===== src/sv/adpl_pkg.sv =====
// Shared types, widths, register codes and reset values of the position limiter.
`default_nettype none

package adpl_pkg;

    // Data path widths.
    localparam int DIVIDEND_W = 64;
    localparam int DIVISOR_W  = 33;
    localparam int MUL_W      = 32;

    // Register indexes on the configuration port.
    localparam logic [2:0] REG_MAX_ACCEL      = 3'd0;
    localparam logic [2:0] REG_MAX_DECEL      = 3'd1;
    localparam logic [2:0] REG_ARRIVAL_WINDOW = 3'd2;
    localparam logic [2:0] REG_MAX_SPEED      = 3'd3;
    localparam logic [2:0] REG_REGULATOR_GAIN = 3'd4;

    // Reset values, Q16.16.
    localparam logic [30:0] RST_MAX_ACCEL      = 31'd65536;
    localparam logic [31:0] RST_MAX_DECEL      = 32'hFFFF_0000;
    localparam logic [30:0] RST_ARRIVAL_WINDOW = 31'd65536;
    localparam logic [30:0] RST_MAX_SPEED      = 31'd65536;
    localparam logic [30:0] RST_REGULATOR_GAIN = 31'd65536;

    // Limits.
    localparam logic [33:0] STEP_LIMIT = 34'h2_0000_0000;
    localparam logic [31:0] S32_MAX    = 32'h7FFF_FFFF;
    localparam logic [31:0] S32_MIN    = 32'h8000_0000;

    // Status of the shared divider.
    typedef struct packed {
        logic busy;
        logic done;
    } div_stat_t;

endpackage

`default_nettype wire


===== src/sv/adpl_mul.sv =====
// Shared unsigned multiplier with a registered product.
`default_nettype none

module adpl_mul #(
    parameter int A_W = adpl_pkg::MUL_W,
    parameter int B_W = adpl_pkg::MUL_W
) (
    input  wire logic               clk,
    input  wire logic               en,
    input  wire logic [A_W-1:0]     a,
    input  wire logic [B_W-1:0]     b,
    output logic      [A_W+B_W-1:0] prod
);

    logic [A_W+B_W-1:0] prod_reg;

    // The product register holds its value until the next enabled cycle.
    always_ff @(posedge clk)
    begin
        if (en)
        begin
            prod_reg <= (A_W+B_W)'(a) * (A_W+B_W)'(b);
        end
    end

    assign prod = prod_reg;

endmodule

`default_nettype wire


===== src/sv/adpl_div.sv =====
// Shared restoring divider, one quotient bit per cycle.
`default_nettype none

module adpl_div #(
    parameter int DIVIDEND_W = adpl_pkg::DIVIDEND_W,
    parameter int DIVISOR_W  = adpl_pkg::DIVISOR_W
) (
    input  wire logic                  clk,
    input  wire logic                  rst_n,
    input  wire logic                  start,
    input  wire logic [DIVIDEND_W-1:0] dividend,
    input  wire logic [DIVISOR_W-1:0]  divisor,
    output logic      [DIVIDEND_W-1:0] quotient,
    output adpl_pkg::div_stat_t        stat
);

    import adpl_pkg::*;

    localparam int CNT_W = $clog2(DIVIDEND_W);

    logic                  busy_reg, busy_next;
    logic                  done_reg, done_next;
    logic [CNT_W-1:0]      cnt_reg, cnt_next;
    logic [DIVISOR_W-1:0]  den_reg, den_next;
    logic [DIVISOR_W-1:0]  rem_reg, rem_next;
    logic [DIVIDEND_W-1:0] quo_reg, quo_next;
    logic [DIVISOR_W:0]    shifted;
    logic                  fits;

    // One restoring step: shift in the next dividend bit and try to subtract.
    always_comb
    begin
        shifted   = {rem_reg, quo_reg[DIVIDEND_W-1]};
        fits      = shifted >= {1'b0, den_reg};
        busy_next = busy_reg;
        done_next = 1'b0;
        cnt_next  = cnt_reg;
        den_next  = den_reg;
        rem_next  = rem_reg;
        quo_next  = quo_reg;
        if (start)
        begin
            busy_next = 1'b1;
            cnt_next  = CNT_W'(DIVIDEND_W - 1);
            den_next  = divisor;
            rem_next  = '0;
            quo_next  = dividend;
        end
        else if (busy_reg)
        begin
            rem_next = fits ? DIVISOR_W'(shifted - {1'b0, den_reg}) : shifted[DIVISOR_W-1:0];
            quo_next = {quo_reg[DIVIDEND_W-2:0], fits};
            cnt_next = cnt_reg - 1'b1;
            if (cnt_reg == '0)
            begin
                busy_next = 1'b0;
                done_next = 1'b1;
            end
        end
    end

    always_ff @(posedge clk or negedge rst_n)
    begin
        if (!rst_n)
        begin
            busy_reg <= 1'b0;
            done_reg <= 1'b0;
        end
        else
        begin
            busy_reg <= busy_next;
            done_reg <= done_next;
        end
    end

    always_ff @(posedge clk)
    begin
        cnt_reg <= cnt_next;
        den_reg <= den_next;
        rem_reg <= rem_next;
        quo_reg <= quo_next;
    end

    assign quotient  = quo_reg;
    assign stat.busy = busy_reg;
    assign stat.done = done_reg;

endmodule

`default_nettype wire


===== src/sv/accel_decel_position_limiter.sv =====
// The arrival window path does not use the divider; the braking path makes two and the
// accelerating path three 64-step passes through the shared divider.
// Throughput: one transaction at a time; item_ready is high only while the sequencer is idle.
// A finished result waits in the output register while the next transaction is accepted.
// Reset: the speed setpoint clears to zero and the registers return to 1.0 and -1.0 (Q16.16).
// Top level: configuration registers, sequencer and shared multiplier and divider.
`default_nettype none

module accel_decel_position_limiter (
    input  wire logic        clk,
    input  wire logic        rst_n,
    // Configuration port.
    input  wire logic        psel,
    input  wire logic        penable,
    input  wire logic        pwrite,
    input  wire logic [4:0]  paddr,
    input  wire logic [31:0] pwdata,
    output logic      [31:0] prdata,
    output logic             pready,
    // Input channel.
    input  wire logic        item_valid,
    output logic             item_ready,
    input  wire logic [31:0] target_position,
    input  wire logic [31:0] measured_position,
    input  wire logic [31:0] measured_speed,
    input  wire logic [30:0] tick_period,
    // Result channel.
    output logic             result_valid,
    input  wire logic        result_ready,
    output logic      [31:0] limited_position
);

    import adpl_pkg::*;

    typedef enum logic [3:0] {
        S_IDLE, S_PREP, S_CHK, S_SQ, S_DSTOP, S_DCAP, S_MACC, S_DINC,
        S_MDEC, S_DDEC, S_ACC, S_CAP, S_DEC, S_CLAMP, S_OUT
    } state_t;

    // Saturate a 36-bit signed value to the signed 32-bit range.
    function automatic logic [31:0] sat32(input logic [35:0] v);
        logic signed [35:0] sv;
        sv = $signed(v);
        if (sv > $signed({4'b0000, S32_MAX}))
        begin
            return S32_MAX;
        end
        else if (sv < $signed({4'b1111, S32_MIN}))
        begin
            return S32_MIN;
        end
        return v[31:0];
    endfunction

    state_t state_reg, state_next;

    logic [30:0] max_accel_reg, arrival_window_reg, max_speed_reg, regulator_gain_reg;
    logic [31:0] max_decel_reg;

    logic [31:0] tgt_reg, tgt_next;
    logic [31:0] meas_reg, meas_next;
    logic [31:0] spd_reg, spd_next;
    logic [30:0] dt_reg, dt_next;
    logic [32:0] eabs_reg, eabs_next;
    logic        back_reg, back_next;
    logic [31:0] sabs_reg, sabs_next;
    logic [46:0] cap_reg, cap_next;
    logic [33:0] step_reg, step_next;
    logic [31:0] sp_reg, sp_next;
    logic [31:0] out_pos_reg, out_pos_next;
    logic        out_valid_reg, out_valid_next;

    logic [32:0] err;
    logic [31:0] dmag;
    logic [30:0] gain_eff;
    logic        sp_pos;
    logic [35:0] sum;
    logic        load_out;
    logic        cfg_wr;

    logic                  mul_en;
    logic [MUL_W-1:0]      mul_a, mul_b;
    logic [2*MUL_W-1:0]    mul_prod;
    logic                  div_start;
    logic [DIVIDEND_W-1:0] div_dividend, div_quot;
    logic [DIVISOR_W-1:0]  div_divisor;
    div_stat_t             div_stat;

    adpl_mul #(
        .A_W (MUL_W),
        .B_W (MUL_W)
    ) u_mul (
        .clk  (clk),
        .en   (mul_en),
        .a    (mul_a),
        .b    (mul_b),
        .prod (mul_prod)
    );

    adpl_div #(
        .DIVIDEND_W (DIVIDEND_W),
        .DIVISOR_W  (DIVISOR_W)
    ) u_div (
        .clk      (clk),
        .rst_n    (rst_n),
        .start    (div_start),
        .dividend (div_dividend),
        .divisor  (div_divisor),
        .quotient (div_quot),
        .stat     (div_stat)
    );

    // Configuration writes and read-back.
    assign pready = 1'b1;
    assign cfg_wr = psel && penable && pwrite;

    always_comb
    begin
        case (paddr[4:2])
            REG_MAX_ACCEL:      prdata = {1'b0, max_accel_reg};
            REG_MAX_DECEL:      prdata = max_decel_reg;
            REG_ARRIVAL_WINDOW: prdata = {1'b0, arrival_window_reg};
            REG_MAX_SPEED:      prdata = {1'b0, max_speed_reg};
            REG_REGULATOR_GAIN: prdata = {1'b0, regulator_gain_reg};
            default:            prdata = '0;
        endcase
    end

    always_ff @(posedge clk or negedge rst_n)
    begin
        if (!rst_n)
        begin
            max_accel_reg      <= RST_MAX_ACCEL;
            max_decel_reg      <= RST_MAX_DECEL;
            arrival_window_reg <= RST_ARRIVAL_WINDOW;
            max_speed_reg      <= RST_MAX_SPEED;
            regulator_gain_reg <= RST_REGULATOR_GAIN;
        end
        else if (cfg_wr)
        begin
            case (paddr[4:2])
                REG_MAX_ACCEL:      max_accel_reg      <= pwdata[30:0];
                REG_MAX_DECEL:      max_decel_reg      <= pwdata;
                REG_ARRIVAL_WINDOW: arrival_window_reg <= pwdata[30:0];
                REG_MAX_SPEED:      max_speed_reg      <= pwdata[30:0];
                REG_REGULATOR_GAIN: regulator_gain_reg <= pwdata[30:0];
                default:            ;
            endcase
        end
    end

    // Deceleration magnitude and gain, with one LSB standing in for invalid values.
    assign dmag     = max_decel_reg[31] ? (~max_decel_reg + 32'd1) : 32'd1;
    assign gain_eff = (regulator_gain_reg == '0) ? 31'd1 : regulator_gain_reg;

    assign err    = {tgt_reg[31], tgt_reg} - {meas_reg[31], meas_reg};
    assign sp_pos = !sp_reg[31] && (sp_reg != '0);

    assign item_ready       = (state_reg == S_IDLE);
    assign result_valid     = out_valid_reg;
    assign limited_position = out_pos_reg;

    // Sequencer: steers the shared multiplier and divider and updates the setpoint.
    always_comb
    begin
        state_next     = state_reg;
        tgt_next       = tgt_reg;
        meas_next      = meas_reg;
        spd_next       = spd_reg;
        dt_next        = dt_reg;
        eabs_next      = eabs_reg;
        back_next      = back_reg;
        sabs_next      = sabs_reg;
        cap_next       = cap_reg;
        step_next      = step_reg;
        sp_next        = sp_reg;
        out_pos_next   = out_pos_reg;
        out_valid_next = out_valid_reg && !result_ready;
        load_out       = 1'b0;
        sum            = '0;
        mul_en         = 1'b0;
        mul_a          = sabs_reg;
        mul_b          = sabs_reg;
        div_start      = 1'b0;
        div_dividend   = mul_prod;
        div_divisor    = {1'b0, 1'b0, gain_eff};

        case (state_reg)
            S_IDLE:
            begin
                if (item_valid)
                begin
                    tgt_next   = target_position;
                    meas_next  = measured_position;
                    spd_next   = measured_speed;
                    dt_next    = tick_period;
                    state_next = S_PREP;
                end
            end
            S_PREP:
            begin
                back_next  = err[32];
                eabs_next  = err[32] ? (~err + 33'd1) : err;
                sabs_next  = spd_reg[31] ? (~spd_reg + 32'd1) : spd_reg;
                state_next = S_CHK;
            end
            S_CHK:
            begin
                if (eabs_reg < {2'b00, arrival_window_reg})
                begin
                    sp_next    = (eabs_reg[32:31] != 2'b00) ? S32_MAX : eabs_reg[31:0];
                    state_next = S_CLAMP;
                end
                else
                begin
                    mul_en     = 1'b1;
                    state_next = S_SQ;
                end
            end
            S_SQ:
            begin
                // Stopping distance: speed squared over twice the deceleration.
                div_start   = 1'b1;
                div_divisor = {dmag, 1'b0};
                state_next  = S_DSTOP;
            end
            S_DSTOP:
            begin
                if (div_stat.done)
                begin
                    if ({31'd0, eabs_reg} > div_quot)
                    begin
                        div_start    = 1'b1;
                        div_dividend = {17'd0, max_speed_reg, 16'd0};
                        state_next   = S_DCAP;
                    end
                    else
                    begin
                        mul_en     = 1'b1;
                        mul_a      = dmag;
                        mul_b      = {1'b0, dt_reg};
                        state_next = S_MDEC;
                    end
                end
            end
            S_DCAP:
            begin
                if (div_stat.done)
                begin
                    cap_next   = div_quot[46:0];
                    mul_en     = 1'b1;
                    mul_a      = {1'b0, max_accel_reg};
                    mul_b      = {1'b0, dt_reg};
                    state_next = S_MACC;
                end
            end
            S_MACC:
            begin
                div_start  = 1'b1;
                state_next = S_DINC;
            end
            S_DINC:
            begin
                if (div_stat.done)
                begin
                    step_next  = (div_quot > DIVIDEND_W'(STEP_LIMIT)) ? STEP_LIMIT
                                                                       : div_quot[33:0];
                    state_next = S_ACC;
                end
            end
            S_MDEC:
            begin
                div_start  = 1'b1;
                state_next = S_DDEC;
            end
            S_DDEC:
            begin
                if (div_stat.done)
                begin
                    step_next  = (div_quot > DIVIDEND_W'(STEP_LIMIT)) ? STEP_LIMIT
                                                                       : div_quot[33:0];
                    state_next = S_DEC;
                end
            end
            S_ACC:
            begin
                sum        = {{4{sp_reg[31]}}, sp_reg} + {2'b00, step_reg};
                sp_next    = sat32(sum);
                state_next = S_CAP;
            end
            S_CAP:
            begin
                // Cap the accelerated setpoint at the scaled top speed.
                if (sp_pos && ({16'd0, sp_reg[30:0]} > cap_reg))
                begin
                    sp_next = {1'b0, cap_reg[30:0]};
                end
                state_next = S_CLAMP;
            end
            S_DEC:
            begin
                sum        = {{4{sp_reg[31]}}, sp_reg} - {2'b00, step_reg};
                sp_next    = sat32(sum);
                state_next = S_CLAMP;
            end
            S_CLAMP:
            begin
                if (sp_pos && ({2'b00, sp_reg[30:0]} > eabs_reg))
                begin
                    sp_next = eabs_reg[31:0];
                end
                state_next = S_OUT;
            end
            S_OUT:
            begin
                // Wait for room in the output register, then hand the result over.
                if (!out_valid_reg || result_ready)
                begin
                    load_out   = 1'b1;
                    state_next = S_IDLE;
                end
                if (back_reg)
                begin
                    sum = {{4{meas_reg[31]}}, meas_reg} - {{4{sp_reg[31]}}, sp_reg};
                end
                else
                begin
                    sum = {{4{meas_reg[31]}}, meas_reg} + {{4{sp_reg[31]}}, sp_reg};
                end
                if (load_out)
                begin
                    out_pos_next   = sat32(sum);
                    out_valid_next = 1'b1;
                end
            end
            default:
            begin
                state_next = S_IDLE;
            end
        endcase
    end

    // Control state and the persistent speed setpoint.
    always_ff @(posedge clk or negedge rst_n)
    begin
        if (!rst_n)
        begin
            state_reg     <= S_IDLE;
            sp_reg        <= '0;
            out_valid_reg <= 1'b0;
        end
        else
        begin
            state_reg     <= state_next;
            sp_reg        <= sp_next;
            out_valid_reg <= out_valid_next;
        end
    end

    // Working registers of the current transaction.
    always_ff @(posedge clk)
    begin
        tgt_reg     <= tgt_next;
        meas_reg    <= meas_next;
        spd_reg     <= spd_next;
        dt_reg      <= dt_next;
        eabs_reg    <= eabs_next;
        back_reg    <= back_next;
        sabs_reg    <= sabs_next;
        cap_reg     <= cap_next;
        step_reg    <= step_next;
        out_pos_reg <= out_pos_next;
    end

endmodule

`default_nettype wire


===== config.mk =====
export PLATFORM = sky130hd
export DESIGN_NAME = accel_decel_position_limiter
export DESIGN_NICKNAME = d
export VERILOG_FILES = /design/src/sv/adpl_pkg.sv /design/src/sv/adpl_mul.sv /design/src/sv/adpl_div.sv /design/src/sv/accel_decel_position_limiter.sv
export SDC_FILE = /design/constraint.sdc
export NUM_CORES = 2
export LEC_CHECK = 0
export ABC_AREA = 1
export BUFFER_PORTS_ARGS = -buffer_cell sky130_fd_sc_hd__buf_2
export CORE_MARGIN = 5
export CORE_UTILIZATION = 25
export CTS_CLUSTER_SIZE = 40
export DETAILED_ROUTE_END_ITERATION = 10
export PLACE_DENSITY = 0.44
export SETUP_SLACK_MARGIN = 0.05
export SLEW_MARGIN = 20
export SYNTH_ARGS = -nofsm -noshare
export SYNTH_HDL_FRONTEND = slang
export SYNTH_SLANG_ARGS = --single-unit

===== constraint.sdc =====
create_clock -name clk -period 9.3 [get_ports clk]
set_clock_uncertainty 0.1 [all_clocks]
set_input_delay 1.86 -clock clk [delete_from_list [all_inputs] [get_ports clk]]
set_output_delay 1.86 -clock clk [all_outputs]
set_load 0.05 [all_outputs]

Word-level counts from Yosys, hierarchy flattened. Cells that the tools add are included.

Flip-flop bits (word level): 701. Output and inout bits: 67.

Add/subtract/negate cells: 10. Multipliers: 1. $lt $le $gt $ge: 12. Equal/unequal tests: 27. Multiplexer cells: 73. Bitwise gates (word level): 3. Reductions and logical operators: 32.

Operators with widths (count): two-way mux 32 bit (21); two-way mux 64 bit (5); case mux 32 bit (5 select lines) (2); case mux 32 bit (2 select lines) (2); greater-than comparator 36 x 32 -> 1 bit (second input constant) (3); less-than comparator 36 x 32 -> 1 bit (second input constant) (3); two-way mux 31 bit (3); two-way mux 36 bit (2); subtractor 32 x 32 -> 33 bit (2); adder 32 x 1 -> 32 bit (second input constant) (2); greater-than comparator 33 x 64 -> 1 bit (1); greater-than comparator 64 x 34 -> 1 bit (second input constant) (1); multiplier 32 x 32 -> 64 bit (1); inverter 32 bit (2); case mux 4 bit (14 select lines) (1); greater-than comparator 31 x 47 -> 1 bit (1); adder 32 x 35 -> 36 bit (1); subtractor 32 x 35 -> 36 bit (1); greater-or-equal comparator 34 x 33 -> 1 bit (1); adder 32 x 32 -> 33 bit (1); adder 33 x 1 -> 33 bit (second input constant) (1); greater-than comparator 31 x 33 -> 1 bit (1); less-than comparator 33 x 31 -> 1 bit (1); two-way mux 33 bit (1); other kinds (31) (98).

Logic depth before layout (Yosys ltp).
Depth in word-level cells: 9. Mapped depth: 54. Depth with buffers taken out: 51.

Modules after synthesis. From an unflattened synthesis, not the netlist that was laid out.

Cells, all modules: 11362. Area, all modules: 84235.8 sq um.

Modules (own cells, without submodules): adpl_mul (instances 1, cells each 5044, area each 38031.5 sq um, seq. area each 1921.8 sq um); accel_decel_position_limiter (instances 1, cells each 5175, area each 37800.0 sq um, seq. area each 14043.5 sq um); adpl_div (instances 1, cells each 1143, area each 8404.3 sq um, seq. area each 3743.6 sq um).

Worst setup path before layout. No wires, ideal clock.

Kind: register to register. From: register state_reg[2]. To: register u_mul.prod_reg[61] (netlist: u_mul.prod[61]) (data pin). Setup time: 262 ps. Arrival time: 9778 ps. Slack: -840 ps. Stages on the path, launching flop included: 34. Path buffers: 2. Period minus slack after synthesis: 10140 ps. Cells stage by stage: dfrtp_1 inv_2 nor2_2 inv_2 nor2_1 inv_2 nor2_1 inv_1 nand2_1 inv_1 nand2_1 buf_2 buf_2 nor2_1 fa_1 fa_1 fa_1 fa_1 fa_1 fa_1 fa_1 inv_1 fa_1 inv_1 ha_1 nand2_1 nor3_1 and3_1 nand3_1 nand3_1 a21oi_1 o21ai_0 a21oi_1 xor2_1.

Cells in the longest elaborated chain, start to end: 3. Elaborated cells between the ends (all ways): 5.

Ends and longest elaborated chain: start: declaration (line accel_decel_position_limiter.sv:55) `state_t state_reg, state_next;`; start signal: assignment (line accel_decel_position_limiter.sv:354) `state_reg <= state_next;`; equality test 4 x 3 -> 1 bit (line accel_decel_position_limiter.sv:188) `case (state_reg)`; case mux 32 bit (2 select lines) (line accel_decel_position_limiter.sv:188); multiplier 32 x 32 -> 64 bit * (line adpl_mul.sv:22) `prod_reg <= (A_W+B_W)'(a) * (A_W+B_W)'(b);`; end signal: assignment (line adpl_mul.sv:22); end: declaration (line adpl_mul.sv:15) `logic [A_W+B_W-1:0] prod_reg;`.

Every way passes the cells marked *; elsewhere a longest branch is shown, timed or not. A chain may end at the register's enable or synchronous reset.

Worst setup path after layout.
From: register eabs_reg[11]. To: register u_mul.prod_reg[59] (netlist: u_mul.prod[59]) (data pin).

Cells in the longest elaborated chain, start to end: 5. Elaborated cells between the ends (all ways): 8.

Ends and longest elaborated chain: start: declaration (line accel_decel_position_limiter.sv:64) `logic [32:0] eabs_reg, eabs_next;`; start signal: assignment (line accel_decel_position_limiter.sv:367) `eabs_reg <= eabs_next;`; greater-than comparator 33 x 64 -> 1 bit * (line accel_decel_position_limiter.sv:231) `if ({31'd0, eabs_reg} > div_quot)`; two-way mux 32 bit (line accel_decel_position_limiter.sv:231); two-way mux 32 bit (line accel_decel_position_limiter.sv:229) `if (div_stat.done)`; case mux 32 bit (2 select lines) (line accel_decel_position_limiter.sv:188); multiplier 32 x 32 -> 64 bit * (line adpl_mul.sv:22).

Marks and branches as above.

==> reports/metrics.yaml <==
die:
  die_area_mm2: 0.331
  die_w_um: 575
  die_y_um: 575
  initial_utilization_pct: 25.1
  core_mm2: 0.318
  placement_rows: 207
  boundaryPins: 238
worst_hold_path:
  timing.hold.worst_endpoint: "cap_reg[36]$_DFFE_PP_"
  worstHoldPathCells: 0
  timing.hold.worst.class: "reg -> reg"
  worst_hold_startpoint: "u_div.quotient[36]$_DFFE_PP_"
logic_synthesis:
  sequential_share_of_the_synthesized_area_pct: 24.7
  syn-num-nets: 11625
  ys_ff_latch: 701
  post_synth_edffs: 467
  synth_ff_type: "sky130_fd_sc_hd__edfxtp_1"
  postSynthCellCount: 9992
  synth_area_per_cell_um2: 8.00
  netlist_area_mm2: 0.0799
  synthDistinctLibCells: 76
  synth-warning-count: 0
  postSynth.asyncResetShare_pct: 27.8
clock_tree:
  clock_sink_count: 701
  hold_buffers: 0
  cts_root_buf: "sky130_fd_sc_hd__clkbuf_16"
  cts_max_path_buffers: 3
  clock_insertion_delay_worst_skew_ns: 0.70
  ctsHtreeMaxLevel: 3
  tritoncts: "built"
  path_clk_slew_ns: 0.07
  cts_made_buffers: 75
detailed_routing:
  drt_drc_violations_left: 0
  detail_route.vias_per_cell: 4.74
  drt_pre_antenna_iters: 6
  detail_route.wirelength_um: 338000
  drt.antenna.violating_nets: 0
  drt_iter0_markers: 5954
  average_wire_length_per_cell_after_detail_routing_um: 22.2
  dr_total_vias: 72245
place:
  place.port_buffers: 234
  dpl.hpwl_um: 282000
  gp_routability_congestion: 0.924
setup_path:
  ff2ff_path_depth: 49
  worstSetupEndpointType: "register"
  crit_type: "reg -> reg"
  crit_required_ns: 9.65
  worstSetupStartpointType: "register"
  regToRegEndpoint: "u_mul.prod[59]$_DFFE_PP_"
  critical_path_peak_fanout: 8
  max_stage_delay_ns: 0.61
  setup.reg_to_reg.worst_slack_ns: -0.15
  critical_path.most_common_cell: "sky130_fd_sc_hd__fa_1"
  timing.critical_path.arrival_ns: 9.80
  cpMaxStageDelayCell: "sky130_fd_sc_hd__fa_2"
  worstPathBufferInverterCount: 15
  crit-reg2reg-launch: "eabs_reg[11]$_DFFE_PP_"
  path_delay_family: "adder cells"
sta:
  fin_hold_viols: 0
  achievable-frequency_mhz: 106
  final_number_of_setup_violating_endpoints: 13
  worst-slew-pin-transition_ns: 1.12
  final_period_minus_worst_setup_slack_ns: 9.45
  timing.max_slew.rel_slack_pct: 25.1
  rsz0062_at_grt: "true"
  number_of_max_slew_violations_in_the_final_report: 0
  final_critical_path_setup_slack_ns: -0.150
  timing.final.crit_share_pct: 102
finish:
  utilization_pct: 31.2
  layout-area-overhead-vs-synth_pct: 24.3
  fraction_of_final_layout_cells_sized_beyond_drive_strength_1_pct: 19.0
  layout.nets: 12631
run_status:
  outcome: "complete, but fails checks"
  violations: "setup timing"
run:
  maxCapViolCount: 0
grt:
  grt_start_max_net_pins: 135
  grt_pass1_wl_um: 491000
  grt.overflow.total: 0
  antenna_found_initial: 8
  grt_use_total_pct: 19.8
  grt_pass1_vias: 72503
[worst max-delay path by stage]
stage | cells past startpoint | start | slack, ns | to
after global routing | 46 | eabs_reg[20]$_DFFE_PP_ | -0.46 | u_mul.prod[59]$_DFFE_PP_
after floorplan | 33 | state_reg[2]$_DFFE_PN0P_ | 0.52 | u_mul.prod[61]$_DFFE_PP_
after CTS | 45 | eabs_reg[29]$_DFFE_PP_ | -0.13 | u_mul.prod[58]$_DFFE_PP_
after detailed placement | 45 | eabs_reg[29]$_DFFE_PP_ | -1.05 | u_mul.prod[63]$_DFFE_PP_
after global placement | 45 | eabs_reg[29]$_DFFE_PP_ | -1.11 | u_mul.prod[63]$_DFFE_PP_
final | 49 | eabs_reg[11]$_DFFE_PP_ | -0.15 | u_mul.prod[59]$_DFFE_PP_
[logic make-up (layout without fill, tap and decap cells)]
kind of cell | Yosys count | count (layout) | share of synthesized area, %
fa+ha+maj | 1462 | 1462 | 31.4
xor+xnor | 263 | 263 | 2.88
buf+inv | 2276 | 3344 | 11.2
other cells | 1 | 9 | 0.00469
compound gates | 1350 | 1350 | 9.43
flops | 701 | 701 | 24.7
simple gates | 3939 | 3939 | 20.4
[synthesized netlist by cell type, types with 26 or more instances]
cell                       count  share of area, %
sky130_fd_sc_hd__inv_2        39              0.18
sky130_fd_sc_hd__dfxtp_1      39              0.98
sky130_fd_sc_hd__nand3_1     375               2.3
sky130_fd_sc_hd__nand2_2      26              0.20
sky130_fd_sc_hd__nand4_1      81              0.63
sky130_fd_sc_hd__nor2_1     1174               5.5
sky130_fd_sc_hd__a21o_1       31              0.29
sky130_fd_sc_hd__inv_1      1868               8.8
sky130_fd_sc_hd__buf_2       164               1.0
sky130_fd_sc_hd__nor2_2       56              0.44
sky130_fd_sc_hd__dfrtp_1     175               5.5
sky130_fd_sc_hd__nor3_1       70              0.44
sky130_fd_sc_hd__a21oi_1     436               2.7
sky130_fd_sc_hd__xor2_1      174               1.9
sky130_fd_sc_hd__edfxtp_1    467                18
sky130_fd_sc_hd__a31oi_1      42              0.33
sky130_fd_sc_hd__o21bai_1     26              0.24
sky130_fd_sc_hd__nand2_1    2003               9.4
sky130_fd_sc_hd__ha_1        561               8.8
sky130_fd_sc_hd__a221oi_1     58              0.64
sky130_fd_sc_hd__fa_1        901                23
sky130_fd_sc_hd__buf_4        29              0.27
sky130_fd_sc_hd__clkbuf_1    140              0.66
sky130_fd_sc_hd__nor4_1       42              0.33
sky130_fd_sc_hd__o21ai_0     625               3.9
sky130_fd_sc_hd__nand3b_1     56              0.53
sky130_fd_sc_hd__xnor2_1      89              0.98
sky130_fd_sc_hd__o211ai_1     36              0.34
[final cells by class]
cell class	count	area, um^2
Antenna cell	8	20.0
Clock buffer	100	2000
Multi-Input combinational cell	7015	53700
Tap cell	4180	5230
Fill cell	34122	219000
Clock inverter	39	494
Inverter	1915	7280
Timing Repair Buffer	1290	10900
Sequential cell	701	19700
[placed cells by master (no fill, tap or decap), types with 58 or more instances in the layout]
master | netlist | final
sky130_fd_sc_hd__xor2_1 | 174 | 168
sky130_fd_sc_hd__xnor2_1 | 89 | 85
sky130_fd_sc_hd__buf_2 | 164 | 233
sky130_fd_sc_hd__o21ai_0 | 625 | 594
sky130_fd_sc_hd__edfxtp_1 | 467 | 467
sky130_fd_sc_hd__nor2_1 | 1174 | 1075
sky130_fd_sc_hd__dfrtp_1 | 175 | 173
sky130_fd_sc_hd__buf_12 | 0 | 99
sky130_fd_sc_hd__buf_4 | 29 | 878
sky130_fd_sc_hd__a221oi_1 | 58 | 58
sky130_fd_sc_hd__nor3_1 | 70 | 62
sky130_fd_sc_hd__a21oi_1 | 436 | 383
sky130_fd_sc_hd__inv_1 | 1868 | 1783
sky130_fd_sc_hd__nor2_2 | 56 | 127
sky130_fd_sc_hd__clkbuf_16 | 0 | 78
sky130_fd_sc_hd__nand2_1 | 2003 | 1932
sky130_fd_sc_hd__nand4_1 | 81 | 81
sky130_fd_sc_hd__nand3_1 | 375 | 355
sky130_fd_sc_hd__inv_2 | 39 | 103
sky130_fd_sc_hd__nand2_2 | 26 | 69
sky130_fd_sc_hd__fa_1 | 901 | 836
sky130_fd_sc_hd__fa_2 | 0 | 65
sky130_fd_sc_hd__ha_1 | 561 | 507
[repair_timing]
action | in CTS | in global routing
buffers inserted | 53 | 52
cloned | 3 | 3
pin swaps | 133 | 123
hold endpoints to repair | 0 | 0
setup endpoints to repair | 48 | 48
resized for setup | 441 | 302
[per-stage QoR]
step	setup TNS [ns]	area [um^2]	setup WS (ns)	hold WS [ns]	cells
after floorplan	0	79900	0.524	0.326	9992
after global placement	-31.09	92900	-1.11	0.340	14993
after detailed placement	-30.27	92900	-1.05	0.359	14993
after CTS	-0.702	97700	-0.125	0.373	15186
after global routing	-8.91	99300	-0.457	0.384	15240
final	-0.544	99400	-0.150	0.364	15248
[layer usage]
metal	part of all wire, %	vias to the layer above	global-route usage [%]	routed length [um]
met2	46	2256	32.6	155000
li1	-	33430	-	-
met4	3.9	4	5.84	13200
met3	5.2	386	2.22	17500
met5	0.0068	-	0	23
met1	45	36169	27.5	152000
Power is left out: the tool's default activity adds up to more than one toggle a clock period on the data nets, which glitch-free logic cannot reach.
